File: config.mk
export PLATFORM = sky130hd
export DESIGN_NAME = input_capture_period_meter
export DESIGN_NICKNAME = d
export VERILOG_FILES = /design/src/design/icpm_pkg.sv /design/src/design/icpm_dist.sv /design/src/design/icpm_state.sv /design/src/design/input_capture_period_meter.sv
export SDC_FILE = /design/constraint.sdc
export NUM_CORES = 2
export LEC_CHECK = 0
export ABC_AREA = 1
export BUFFER_PORTS_ARGS = -buffer_cell sky130_fd_sc_hd__buf_2
export CAP_MARGIN = 15
export CORE_MARGIN = 3
export CORE_UTILIZATION = 66
export CTS_CLUSTER_SIZE = 25
export DETAILED_ROUTE_END_ITERATION = 12
export GPL_TIMING_DRIVEN = 0
export PLACE_DENSITY = 0.91
export SYNTH_ARGS = -nofsm -noshare
export SYNTH_HDL_FRONTEND = slang
export SYNTH_SLANG_ARGS = --single-unit
File: constraint.sdc
create_clock -name clk -period 20.3 [get_ports clk]
set_input_delay 2.03 -clock clk [delete_from_list [all_inputs] [get_ports clk]]
set_output_delay 2.03 -clock clk [all_outputs]
set_load 0.05 [all_outputs]
File: src/design/icpm_pkg.sv
// Package for the input capture period meter: codes, records and defaults.
`timescale 1ns / 1ps

package icpm_pkg;

  // Default sizes handed to the top level
  localparam int DEF_CHANNELS    = 4;
  localparam int DEF_COUNT_WIDTH = 32;

  // Reload register reset: all ones, free 32-bit wrap
  localparam logic [31:0] RELOAD_RESET = 32'hFFFF_FFFF;

  // Request kinds
  typedef enum logic [1:0] {
    ACT_TICK    = 2'd0,
    ACT_CAPTURE = 2'd1,
    ACT_CLEAR   = 2'd2,
    ACT_NONE    = 2'd3
  } action_t;

  // One input request as held in the input register
  typedef struct packed {
    action_t     action;
    logic [1:0]  channel;
    logic [31:0] capture_value;
    logic        overcapture;
    logic        overflow_pending;
    logic [31:0] counter_now;
    logic [31:0] time_ms;
  } item_t;

  // Stored state of the addressed channel
  typedef struct packed {
    logic        seen;
    logic        valid;
    logic [31:0] last_count;
    logic [31:0] last_overflow;
    logic [31:0] period;
  } chan_rec_t;

  // Update decided by the distance logic
  typedef struct packed {
    logic        lost;       // overcapture drops the channel marks
    logic        store_cap;  // capture and stamp are written
    logic        fresh;      // a usable period was found
    logic [31:0] cap;
    logic [31:0] ov;
    logic [31:0] delta;
  } dist_t;

  // One result item
  typedef struct packed {
    logic [1:0]  channel_out;
    logic        new_period;
    logic [31:0] period_ticks;
    logic        channel_valid;
    logic        capture_lost;
  } res_t;

endpackage

File: src/design/icpm_dist.sv
// Overflow stamp correction and tick distance for one capture request.
`timescale 1ns / 1ps

module icpm_dist #(
  parameter int COUNT_WIDTH = icpm_pkg::DEF_COUNT_WIDTH
) (
  input  logic [31:0]          reload,
  input  logic [31:0]          ovf_total,
  input  icpm_pkg::item_t      item,
  input  logic                 in_range,
  input  icpm_pkg::chan_rec_t  rec,
  output icpm_pkg::dist_t      upd
);

  localparam logic [31:0] CountMask = 32'((64'd1 << COUNT_WIDTH) - 64'd1);

  logic [31:0] cap;
  logic [31:0] now;
  logic [31:0] rl;
  logic        free_wrap;
  logic [31:0] period;
  logic [31:0] half;
  logic [31:0] ov;
  logic [31:0] ovd;
  logic        ge;
  logic [31:0] mul_a;
  logic [63:0] prod;
  logic [32:0] addend;
  logic [64:0] sum;
  logic        d_ok;
  logic [31:0] delta;
  logic        is_cap;

  assign cap       = item.capture_value & CountMask;
  assign now       = item.counter_now & CountMask;
  assign rl        = reload & CountMask;
  assign free_wrap = (rl == 32'hFFFF_FFFF);
  assign period    = rl + 32'd1;
  assign half      = period >> 1;

  // Stamp correction for an edge close to the counter wrap
  always_comb begin
    ov = ovf_total;
    if (!free_wrap) begin
      if (item.overflow_pending) begin
        if (cap < half) ov = ovf_total + 32'd1;
      end else if ((ovf_total != 32'd0) && (now < half) && (cap > half)) begin
        ov = ovf_total - 32'd1;
      end
    end
  end

  // Distance: whole periods times period plus the partial span
  assign ovd    = ov - rec.last_overflow;
  assign ge     = (cap >= rec.last_count);
  assign mul_a  = ge ? ovd : (ovd - 32'd1);
  assign prod   = 64'(mul_a) * 64'(period);
  assign addend = ge ? {1'b0, cap - rec.last_count}
                     : ({1'b0, period - rec.last_count} + {1'b0, cap});
  assign sum    = {1'b0, prod} + {32'd0, addend};

  always_comb begin
    if (free_wrap) begin
      delta = cap - rec.last_count;
      d_ok  = (cap != rec.last_count);
    end else if (ge || (ovd != 32'd0)) begin
      delta = sum[31:0];
      d_ok  = (sum != 65'd0) && (sum[64:32] == 33'd0);
    end else begin
      delta = sum[31:0];
      d_ok  = 1'b0;
    end
  end

  // Decide the channel update
  assign is_cap        = (item.action == icpm_pkg::ACT_CAPTURE) && in_range;
  assign upd.lost      = is_cap && item.overcapture;
  assign upd.store_cap = is_cap && !item.overcapture;
  assign upd.fresh     = is_cap && !item.overcapture && rec.seen && d_ok;
  assign upd.cap       = cap;
  assign upd.ov        = ov;
  assign upd.delta     = delta;

endmodule

File: src/design/icpm_state.sv
// Overflow count and per-channel capture state, with the result of each request.
`timescale 1ns / 1ps

module icpm_state #(
  parameter int CHANNELS = icpm_pkg::DEF_CHANNELS
) (
  input  logic                 clk,
  input  logic                 rst,
  input  logic                 go,
  input  icpm_pkg::item_t      item,
  input  icpm_pkg::dist_t      upd,
  output logic                 in_range,
  output logic [31:0]          ovf_total,
  output icpm_pkg::chan_rec_t  rec,
  output icpm_pkg::res_t       res
);

  localparam int ChIdxW = (CHANNELS > 1) ? $clog2(CHANNELS) : 1;

  logic        seen          [CHANNELS];
  logic        valid         [CHANNELS];
  logic [31:0] last_count    [CHANNELS];
  logic [31:0] last_overflow [CHANNELS];
  logic [31:0] period_store  [CHANNELS];
  logic [31:0] period_time   [CHANNELS];
  logic [31:0] overflow_total;

  logic [ChIdxW-1:0] idx;
  logic              is_clear;

  assign in_range  = ({1'b0, item.channel} < 3'(CHANNELS));
  assign idx       = item.channel[ChIdxW-1:0];
  assign is_clear  = (item.action == icpm_pkg::ACT_CLEAR);
  assign ovf_total = overflow_total;

  // Read the addressed channel
  always_comb begin
    rec = '0;
    if (in_range) begin
      rec.seen          = seen[idx];
      rec.valid         = valid[idx];
      rec.last_count    = last_count[idx];
      rec.last_overflow = last_overflow[idx];
      rec.period        = period_store[idx];
    end
  end

  // State update, one request per cycle on which go is high
  always_ff @(posedge clk) begin
    if (rst || (go && is_clear)) begin
      overflow_total <= '0;
      for (int i = 0; i < CHANNELS; i++) begin
        seen[i]          <= 1'b0;
        valid[i]         <= 1'b0;
        last_count[i]    <= '0;
        last_overflow[i] <= '0;
        period_store[i]  <= '0;
        period_time[i]   <= '0;
      end
    end else if (go) begin
      if (item.action == icpm_pkg::ACT_TICK) begin
        overflow_total <= overflow_total + 32'd1;
      end
      if (upd.lost) begin
        seen[idx]  <= 1'b0;
        valid[idx] <= 1'b0;
      end
      if (upd.store_cap) begin
        seen[idx]          <= 1'b1;
        last_count[idx]    <= upd.cap;
        last_overflow[idx] <= upd.ov;
      end
      if (upd.fresh) begin
        valid[idx]        <= 1'b1;
        period_store[idx] <= upd.delta;
        period_time[idx]  <= item.time_ms;
      end
    end
  end

  // Result fields as they stand after the request
  always_comb begin
    res               = '0;
    res.channel_out   = item.channel;
    res.new_period    = upd.fresh;
    res.capture_lost  = upd.lost;
    if (in_range && !is_clear) begin
      res.period_ticks  = upd.fresh ? upd.delta : rec.period;
      res.channel_valid = upd.fresh || (rec.valid && !upd.lost);
    end
  end

endmodule

File: src/design/input_capture_period_meter.sv
// Top level of the input capture period meter: registers, handshakes, checks.
//
//  channel     | group         | contents (low bit first)
//  ------------+---------------+----------------------------------------------------
//  request in  | s_axis_*      | tuser: action, channel; tdata: capture_value,
//              |               |   overcapture, overflow_pending, counter_now, time_ms
//  result out  | m_axis_*      | tuser: channel_out; tdata: new_period, period_ticks,
//              |               |   channel_valid, capture_lost
//  reload reg  | cfg_we/wdata  | auto-reload setting, write only
//
// One request per cycle sustained while m_axis_tready does not hold a result; a
// request passes the input register, then the result register. The cycle is set by
// the channel read, the 32x32 multiply with its add and range check, and write-back.
// rst is synchronous: all state clears and the reload register returns to all ones.
// The input register takes a request whenever it is empty or moves on, so while a
// result waits on m_axis_tready a new request is taken only into an empty register.
`timescale 1ns / 1ps

module input_capture_period_meter #(
  parameter int CHANNELS    = icpm_pkg::DEF_CHANNELS,
  parameter int COUNT_WIDTH = icpm_pkg::DEF_COUNT_WIDTH
) (
  input  logic         clk,
  input  logic         rst,
  // configuration
  input  logic         cfg_we,
  input  logic [31:0]  cfg_wdata,
  // requests
  input  logic         s_axis_tvalid,
  output logic         s_axis_tready,
  input  logic [103:0] s_axis_tdata,  // capture_value[31:0], overcapture[32],
                                      // overflow_pending[33], counter_now[65:34],
                                      // time_ms[97:66], zero fill[103:98]
  input  logic [3:0]   s_axis_tuser,  // action[1:0], channel[3:2]
  // results
  output logic         m_axis_tvalid,
  input  logic         m_axis_tready,
  output logic [39:0]  m_axis_tdata,  // new_period[0], period_ticks[32:1],
                                      // channel_valid[33], capture_lost[34],
                                      // zero fill[39:35]
  output logic [1:0]   m_axis_tuser   // channel_out[1:0]
);

  logic [31:0]          reload;
  icpm_pkg::item_t      held_item;
  logic                 held_valid;
  icpm_pkg::res_t       result;
  logic                 result_valid;

  logic                 go;
  logic                 in_range;
  logic [31:0]          ovf_total;
  icpm_pkg::chan_rec_t  rec;
  icpm_pkg::dist_t      upd;
  icpm_pkg::res_t       res_next;

  // Reload register
  always_ff @(posedge clk) begin
    if (rst) begin
      reload <= icpm_pkg::RELOAD_RESET;
    end else if (cfg_we) begin
      reload <= cfg_wdata;
    end
  end

  // Handshake: the held request moves when the result slot frees up
  assign go            = held_valid && (!result_valid || m_axis_tready);
  assign s_axis_tready = !held_valid || go;

  // Input register
  always_ff @(posedge clk) begin
    if (rst) begin
      held_valid <= 1'b0;
    end else if (s_axis_tready) begin
      held_valid <= s_axis_tvalid;
    end
  end

  always_ff @(posedge clk) begin
    if (s_axis_tvalid && s_axis_tready) begin
      held_item.action           <= icpm_pkg::action_t'(s_axis_tuser[1:0]);
      held_item.channel          <= s_axis_tuser[3:2];
      held_item.capture_value    <= s_axis_tdata[31:0];
      held_item.overcapture      <= s_axis_tdata[32];
      held_item.overflow_pending <= s_axis_tdata[33];
      held_item.counter_now      <= s_axis_tdata[65:34];
      held_item.time_ms          <= s_axis_tdata[97:66];
    end
  end

  // Distance and stamp logic
  icpm_dist #(
    .COUNT_WIDTH (COUNT_WIDTH)
  ) u_dist (
    .reload    (reload),
    .ovf_total (ovf_total),
    .item      (held_item),
    .in_range  (in_range),
    .rec       (rec),
    .upd       (upd)
  );

  // Channel state
  icpm_state #(
    .CHANNELS (CHANNELS)
  ) u_state (
    .clk       (clk),
    .rst       (rst),
    .go        (go),
    .item      (held_item),
    .upd       (upd),
    .in_range  (in_range),
    .ovf_total (ovf_total),
    .rec       (rec),
    .res       (res_next)
  );

  // Result register
  always_ff @(posedge clk) begin
    if (rst) begin
      result_valid <= 1'b0;
    end else if (go) begin
      result_valid <= 1'b1;
    end else if (m_axis_tready) begin
      result_valid <= 1'b0;
    end
  end

  always_ff @(posedge clk) begin
    if (go) begin
      result <= res_next;
    end
  end

  assign m_axis_tvalid = result_valid;
  assign m_axis_tuser  = result.channel_out;
  assign m_axis_tdata  = {5'd0, result.capture_lost, result.channel_valid,
                          result.period_ticks, result.new_period};

  // Checks
  a_clear_result: assert property (@(posedge clk) disable iff (rst)
    go && (held_item.action == icpm_pkg::ACT_CLEAR) |=>
      result_valid && !result.channel_valid && (result.period_ticks == 32'd0))
    else $error("clear request left a valid channel in its result");

  a_fresh_valid: assert property (@(posedge clk) disable iff (rst)
    result_valid && result.new_period |->
      result.channel_valid && (result.period_ticks != 32'd0))
    else $error("fresh period reported without a valid nonzero period");

  a_lost_not_fresh: assert property (@(posedge clk) disable iff (rst)
    result_valid && result.capture_lost |->
      !result.new_period && !result.channel_valid)
    else $error("lost capture reported with a period");

  a_held_kept: assert property (@(posedge clk) disable iff (rst)
    held_valid && !go |=> held_valid)
    else $error("held request dropped without moving on");

endmodule
=== Word level (Yosys, flattened, before mapping) ===
Memory sizes are Yosys's and may differ from the RTL's. A register that Yosys moved wholly into a read port is not among the register bits.
Index checks and enable logic that the tools add are counted.

* Memories kept: 5
* Bits in registers: 173
* Input port bits: 145
* Memory bits (writable): 392

{| class="wikitable"
|+ Memory list
! memory !! words !! bits a word !! read ports !! clocked after memory_dff !! write ports !! RTL line !! text
|-
| u_state.last_count || 4 || 32 || 1 || 1 || 4 || icpm_state.sv:22 || <nowiki>logic [31:0] last_count [CHANNELS];</nowiki>
|-
| u_state.last_overflow || 4 || 32 || 1 || 1 || 4 || icpm_state.sv:23 || <nowiki>logic [31:0] last_overflow [CHANNELS];</nowiki>
|-
| u_state.period_store || 4 || 32 || 1 || 1 || 4 || icpm_state.sv:24 || <nowiki>logic [31:0] period_store [CHANNELS];</nowiki>
|-
| u_state.seen || 4 || 1 || 1 || 1 || 4 || icpm_state.sv:20 || <nowiki>logic seen [CHANNELS];</nowiki>
|-
| u_state.valid || 4 || 1 || 1 || 1 || 4 || icpm_state.sv:21 || <nowiki>logic valid [CHANNELS];</nowiki>
|}

* Add/subtract/negate cells: 9
* Order comparisons: 4
* Muxes and demuxes: 48
* Bitwise logic cells: 2
* Reduce and logical (&&, ||, !) cells: 32
* Multipliers: 1
* Equality and inequality tests: 4

{| class="wikitable"
|+ Operators by type and width
! kind !! number
|-
| $mux 32 || 10
|-
| $reduce_or 32->1 || 3
|-
| $sub 32x32->32 || 3
|-
| $add 64x33->65 || 1
|-
| $reduce_bool 65->1 || 1
|-
| $add 32x1->32 const B || 2
|-
| $lt 32x31->1 || 2
|-
| $mul 32x32->64 || 1
|-
| $reduce_bool 32->1 || 2
|-
| $sub 32x1->32 const B || 2
|-
| $add 32x32->33 || 1
|-
| $logic_not 33->1 || 1
|-
| $mux 33 || 1
|-
| $eq 32x32->1 const B || 1
|-
| $ge 32x32->1 || 1
|-
| $gt 32x31->1 || 1
|-
| $ne 32x32->1 || 1
|-
| $mux 1 || 27
|-
| $mux 2 || 10
|-
| $logic_and 1x1->1 || 11
|-
| $logic_or 1x1->1 || 5
|-
| $logic_not 1->1 || 4
|-
| $eq 2x1->1 const B || 1
|-
| $eq 2x2->1 const B || 1
|-
| 5 further kinds || 7
|}

=== Logic depth before layout (Yosys ltp) ===
* Depth in word-level cells: 24
* Depth in mapped cells: 96
* Depth with buffers taken out: 93

=== Hierarchy ===
From an unflattened synthesis, not the netlist that was laid out.

* Cells, all modules: 8725
* Area total of the unflattened synthesis: 71394.7 µm²

{| class="wikitable"
|+ Modules (own cells, without submodules)
! module !! area each (µm²) !! cells each !! instances !! seq. area each (µm²)
|-
| icpm_dist || 46654.7 || 6427 || 1 || 0.0
|-
| icpm_state || 19224.7 || 2001 || 1 || 12411.9
|-
| input_capture_period_meter || 5515.3 || 297 || 1 || 4854.7
|}

=== Least setup slack after synthesis ===
No wires, ideal clock.

* Path kind: reg-to-reg
* Start point: register reload[0]
* End point: memory u_state.period_store[3][0], enable pin
* Setup time: 466 ps
* Clock period less this slack: 16211 ps
* Cell stages (with the launch flop): 84
* Arrival time: 15746 ps
* Slack: 4089 ps
* Path buffers: 4
* Cell sequence: dfxtp_1 ha_1 nand3_2 nor3_2 nand2_2 nor2_4 nand3_1 nor2_1 nand3_1 nor2_1 inv_1 nor3_1 nand2_1 inv_1 nand2_1 xor2_1 clkinv_1 clkbuf_1 [... 48 more ...] nand2_1 nor3_1 nand3_1 nand3_1 a21o_1 nand2_1 nand3_1 nand2_1 nor2_1 nand2_1 inv_1 nand2_1 nor2_1 nand2_2 nand2_2 nand2_2 buf_6 o21ai_0

{| class="wikitable"
|+ RTL lines
! item !! RTL line !! text
|-
| from (decl) || input_capture_period_meter.sv:44 || <nowiki>logic [31:0] reload;</nowiki>
|-
| from (signal assigned) || input_capture_period_meter.sv:60 || <nowiki>reload <= icpm_pkg::RELOAD_RESET;</nowiki>
|-
| from (signal assigned) || input_capture_period_meter.sv:62 || <nowiki>reload <= cfg_wdata;</nowiki>
|-
| to (decl) || icpm_state.sv:24 ||
|}

==> flow_summary_export.csv <==
group,metric,value,unit
status,status,"complete, no violations",
floorplan,design.core.area,104000,um^2
critical_path,reg2reg_from,"reload[0]",
floorplan,io_pins,189,
timing,period_share,0.977,
route,viasPerCell,6.30,
critical_path,path_max_fanout,25,
cts,htree_levels,2,
critical_path,cp_top_family,"simple AND/OR/NAND/NOR gates",
critical_path,rr_worst_depth,79,
place,routabilityCongestion,1.06,
global_routing,grt-ovfl-total,0,
yosys,syn_inst,8487,
yosys,yosys.area.top_type,"fa_1",
route,firstDrtPassIters,10,
cts,cts.clk_slew.worst_paths,0.06,ns
cells_and_area,area_delta_synth_final,7.05,%
critical_path,cp-start-kind,"flip-flop",
cts,post-cts-setup-buffer-count,0,
yosys,synth_edf_count,499,
cts,clock_latency,0.66,ns
timing,setup_viol,0,
timing,fmax,50.4,MHz
global_routing,grt_max_degree,62,
timing,final-hold-violation-count,0,
route,drc,0,
route,wl_per_cell,25.0,um
critical_path,worst-path-stages,79,
cells_and_area,seq_area,16300,um^2
critical_path,crit_start,"reload[0]",
timing,slew_headroom,0.0268,
place,post-place-ws,-0.214,ns
cts,cts.sinks,567,
cells_and_area,final_cells,10200,
run,maxCapViolCount,0,
yosys,synth_flop_cell,"edfxtp_1",
yosys,synth_seq_area_share,0.236,
cells_and_area,final_util,0.713,
critical_path,slowest_delay,1.08,ns
global_routing,antenna_found_initial,17,
timing,fin_ws,0.462,ns
yosys,synthDominantCellAreaShare,0.270,
timing,rsz0062_at_grt,"no",
cells_and_area,fin_area,74000,um^2
place,placed_area,72000,um^2
critical_path,critPathRequiredTime,20.63,ns
cts,clock_path_buffers,3,
cells_and_area,multiInputGateArea,46400,um^2
yosys,synthTopCellsByArea,"fa_1 (27%), edfxtp_1 (22%), nand2_1 (10%), ha_1 (8.3%), inv_1 (7.4%)",
timing,min_period,19.84,ns
place,port_buffers,143,
critical_path,path_buf_inv,15,
global_routing,track_usage,0.465,
cells_and_area,fillers,7837,
route,drt_iter0_drc,9189,
cts,cts_tree,"built",
critical_path,path_class,"reg -> reg",
floorplan,die_area,109000,um^2
place,post-dp-hpwl,203,mm
worst_hold_path,holdPathStages,2,
timing,worstMarginPinSlew,1.46,ns
cts,cts_buffers,55,
place,dp_cells,10000,
yosys,syn_area,69200,um^2
floorplan,die-height,330,um
route,drt-total-wl,254,mm
critical_path,slowest_stage,"buf_1",
yosys,ys_ff_latch,567,
yosys,avgSynthCellArea,8.15,um^2
yosys,yosys_warnings,0,
route,vias,64000,
cts,cts_root_buffer,"clkbuf_16",
cells_and_area,drive_above_1_share,0.0440,
critical_path,cp_common_cell,"nand2_1",
global_routing,grt_pass1_wl,375,mm
worst_hold_path,holdCritPathClass,"reg -> reg",
critical_path,crit_path_end_kind,"flip-flop",
yosys,postSynth.asyncResetShare,0,
global_routing,grt_pass1_vias,64100,
yosys,ys_types,62,
critical_path,worstPathArrival,20.17,ns
route,drtAntennaViolNets,0,
floorplan,initial_core_util,0.666,
timing,drv_slew,0,
worst_hold_path,worstHoldStart,"reload[31]",
floorplan,die_width,330,um
cells_and_area,layout.nets,10300,
timing,final.setup_skew,0.0306,ns
floorplan,rows,118,
## registers in the layout, summed over array words and instances, names as in the netlist, named ones only
name / count
held_item: 70
u_state.valid: 4
held_valid: 1
u_state.last_count: 128
m_axis_tuser: 2
u_state.last_overflow: 128
u_state.seen: 4
u_state.ovf_total: 32
u_state.period_store: 128
m_axis_tvalid: 1
reload: 32
m_axis_tdata: 35
## final timing paths
check / endpoint / slack, ns
setup reg to reg: u_state.period_store[3][30] / 0.46
setup / recovery: u_state.period_store[3][30] / 0.46
hold reg to reg: reload[31] / 0.51
hold / removal: reload[31] / 0.51
## layer usage
layer,share of wire,global-route usage
met3,0.15,0.174
met5,0.00041,0
met1,0.34,0.567
met4,0.091,0.322
met2,0.42,0.687
## layout by cell type, fill, tap and decap left out, types with 14 or more instances in the layout
cell	instances
nand4_1	67
o22ai_1	38
clkbuf_1	288
dfxtp_1	67
o21bai_1	22
or2_2	14
nand2_1	1854
xor2_1	136
o21ai_0	329
a32o_1	61
fa_1	934
inv_1	1354
a31oi_1	24
o21a_1	14
ha_1	461
a22oi_1	21
buf_2	174
clkinv_1	29
edfxtp_1	499
clkbuf_16	56
nor2_1	1251
a21o_1	15
nor4_1	20
xnor2_1	32
nor3_1	73
nand2_2	14
a21oi_1	425
nand3_1	268
## timing repair
action	CTS	global route
resized for setup	4	33
endpoints found under the hold margin	0	0
setup endpoints to repair	99	298
hold buffers	0	0
## logic make-up after synthesis
group / after synthesis / synth area share
buffers and inverters: 1733 / 0.0955
AO/OA/AOI/OAI: 1007 / 0.0833
AND/OR/NAND/NOR: 3609 / 0.209
other: 1 / 0.0000542
XOR/XNOR: 175 / 0.0222
flip-flops: 567 / 0.236
adder cells (fa/ha/maj): 1395 / 0.354
## final cells by class
type / instances / area share
multi-input cells: 6191 / 0.627
flip-flops and latches: 567 / 0.221
inverters: 1387 / 0.0704
well taps: 1380 / 0.0233
clock buffers: 68 / 0.0198
plain buffers: 345 / 0.0190
repair buffers: 165 / 0.0150
clock inverters: 34 / 0.00441
diodes: 13 / 0.000439
## synth_stat cells, drive strengths merged (14+ instances only)
| library cell | instances |
|---|---|
| a21o | 15 |
| xnor2 | 33 |
| fa | 934 |
| ha | 461 |
| dfxtp | 68 |
| nor4 | 20 |
| a32o | 61 |
| o21a | 14 |
| nand4 | 69 |
| clkinv | 20 |
| o21ai | 341 |
| buf | 56 |
| o21bai | 22 |
| a21oi | 425 |
| nor2 | 1258 |
| or2 | 15 |
| a22oi | 24 |
| nor3 | 78 |
| o22ai | 38 |
| inv | 1367 |
| xor2 | 142 |
| edfxtp | 499 |
| clkbuf | 290 |
| nand3 | 271 |
| nand2 | 1874 |
| a31oi | 24 |
## tightest hold or removal path, stage by stage, from the launching register on
cell	delay, ns
dfxtp_1	0.31
inv_1	0.08
o21ai_0	0.07
## per-stage QoR
step / TNS, ns / hold slack (ns)
after floorplan: 0 / 0.468
after global placement: -141.81 / 0.490
after detailed placement: -19.61 / 0.505
after CTS: 0 / 0.513
after global routing: 0 / 0.540
final: 0 / 0.512
Power is left out: the tool's default activity adds up to more than one toggle a clock period on the data nets, which glitch-free logic cannot reach.
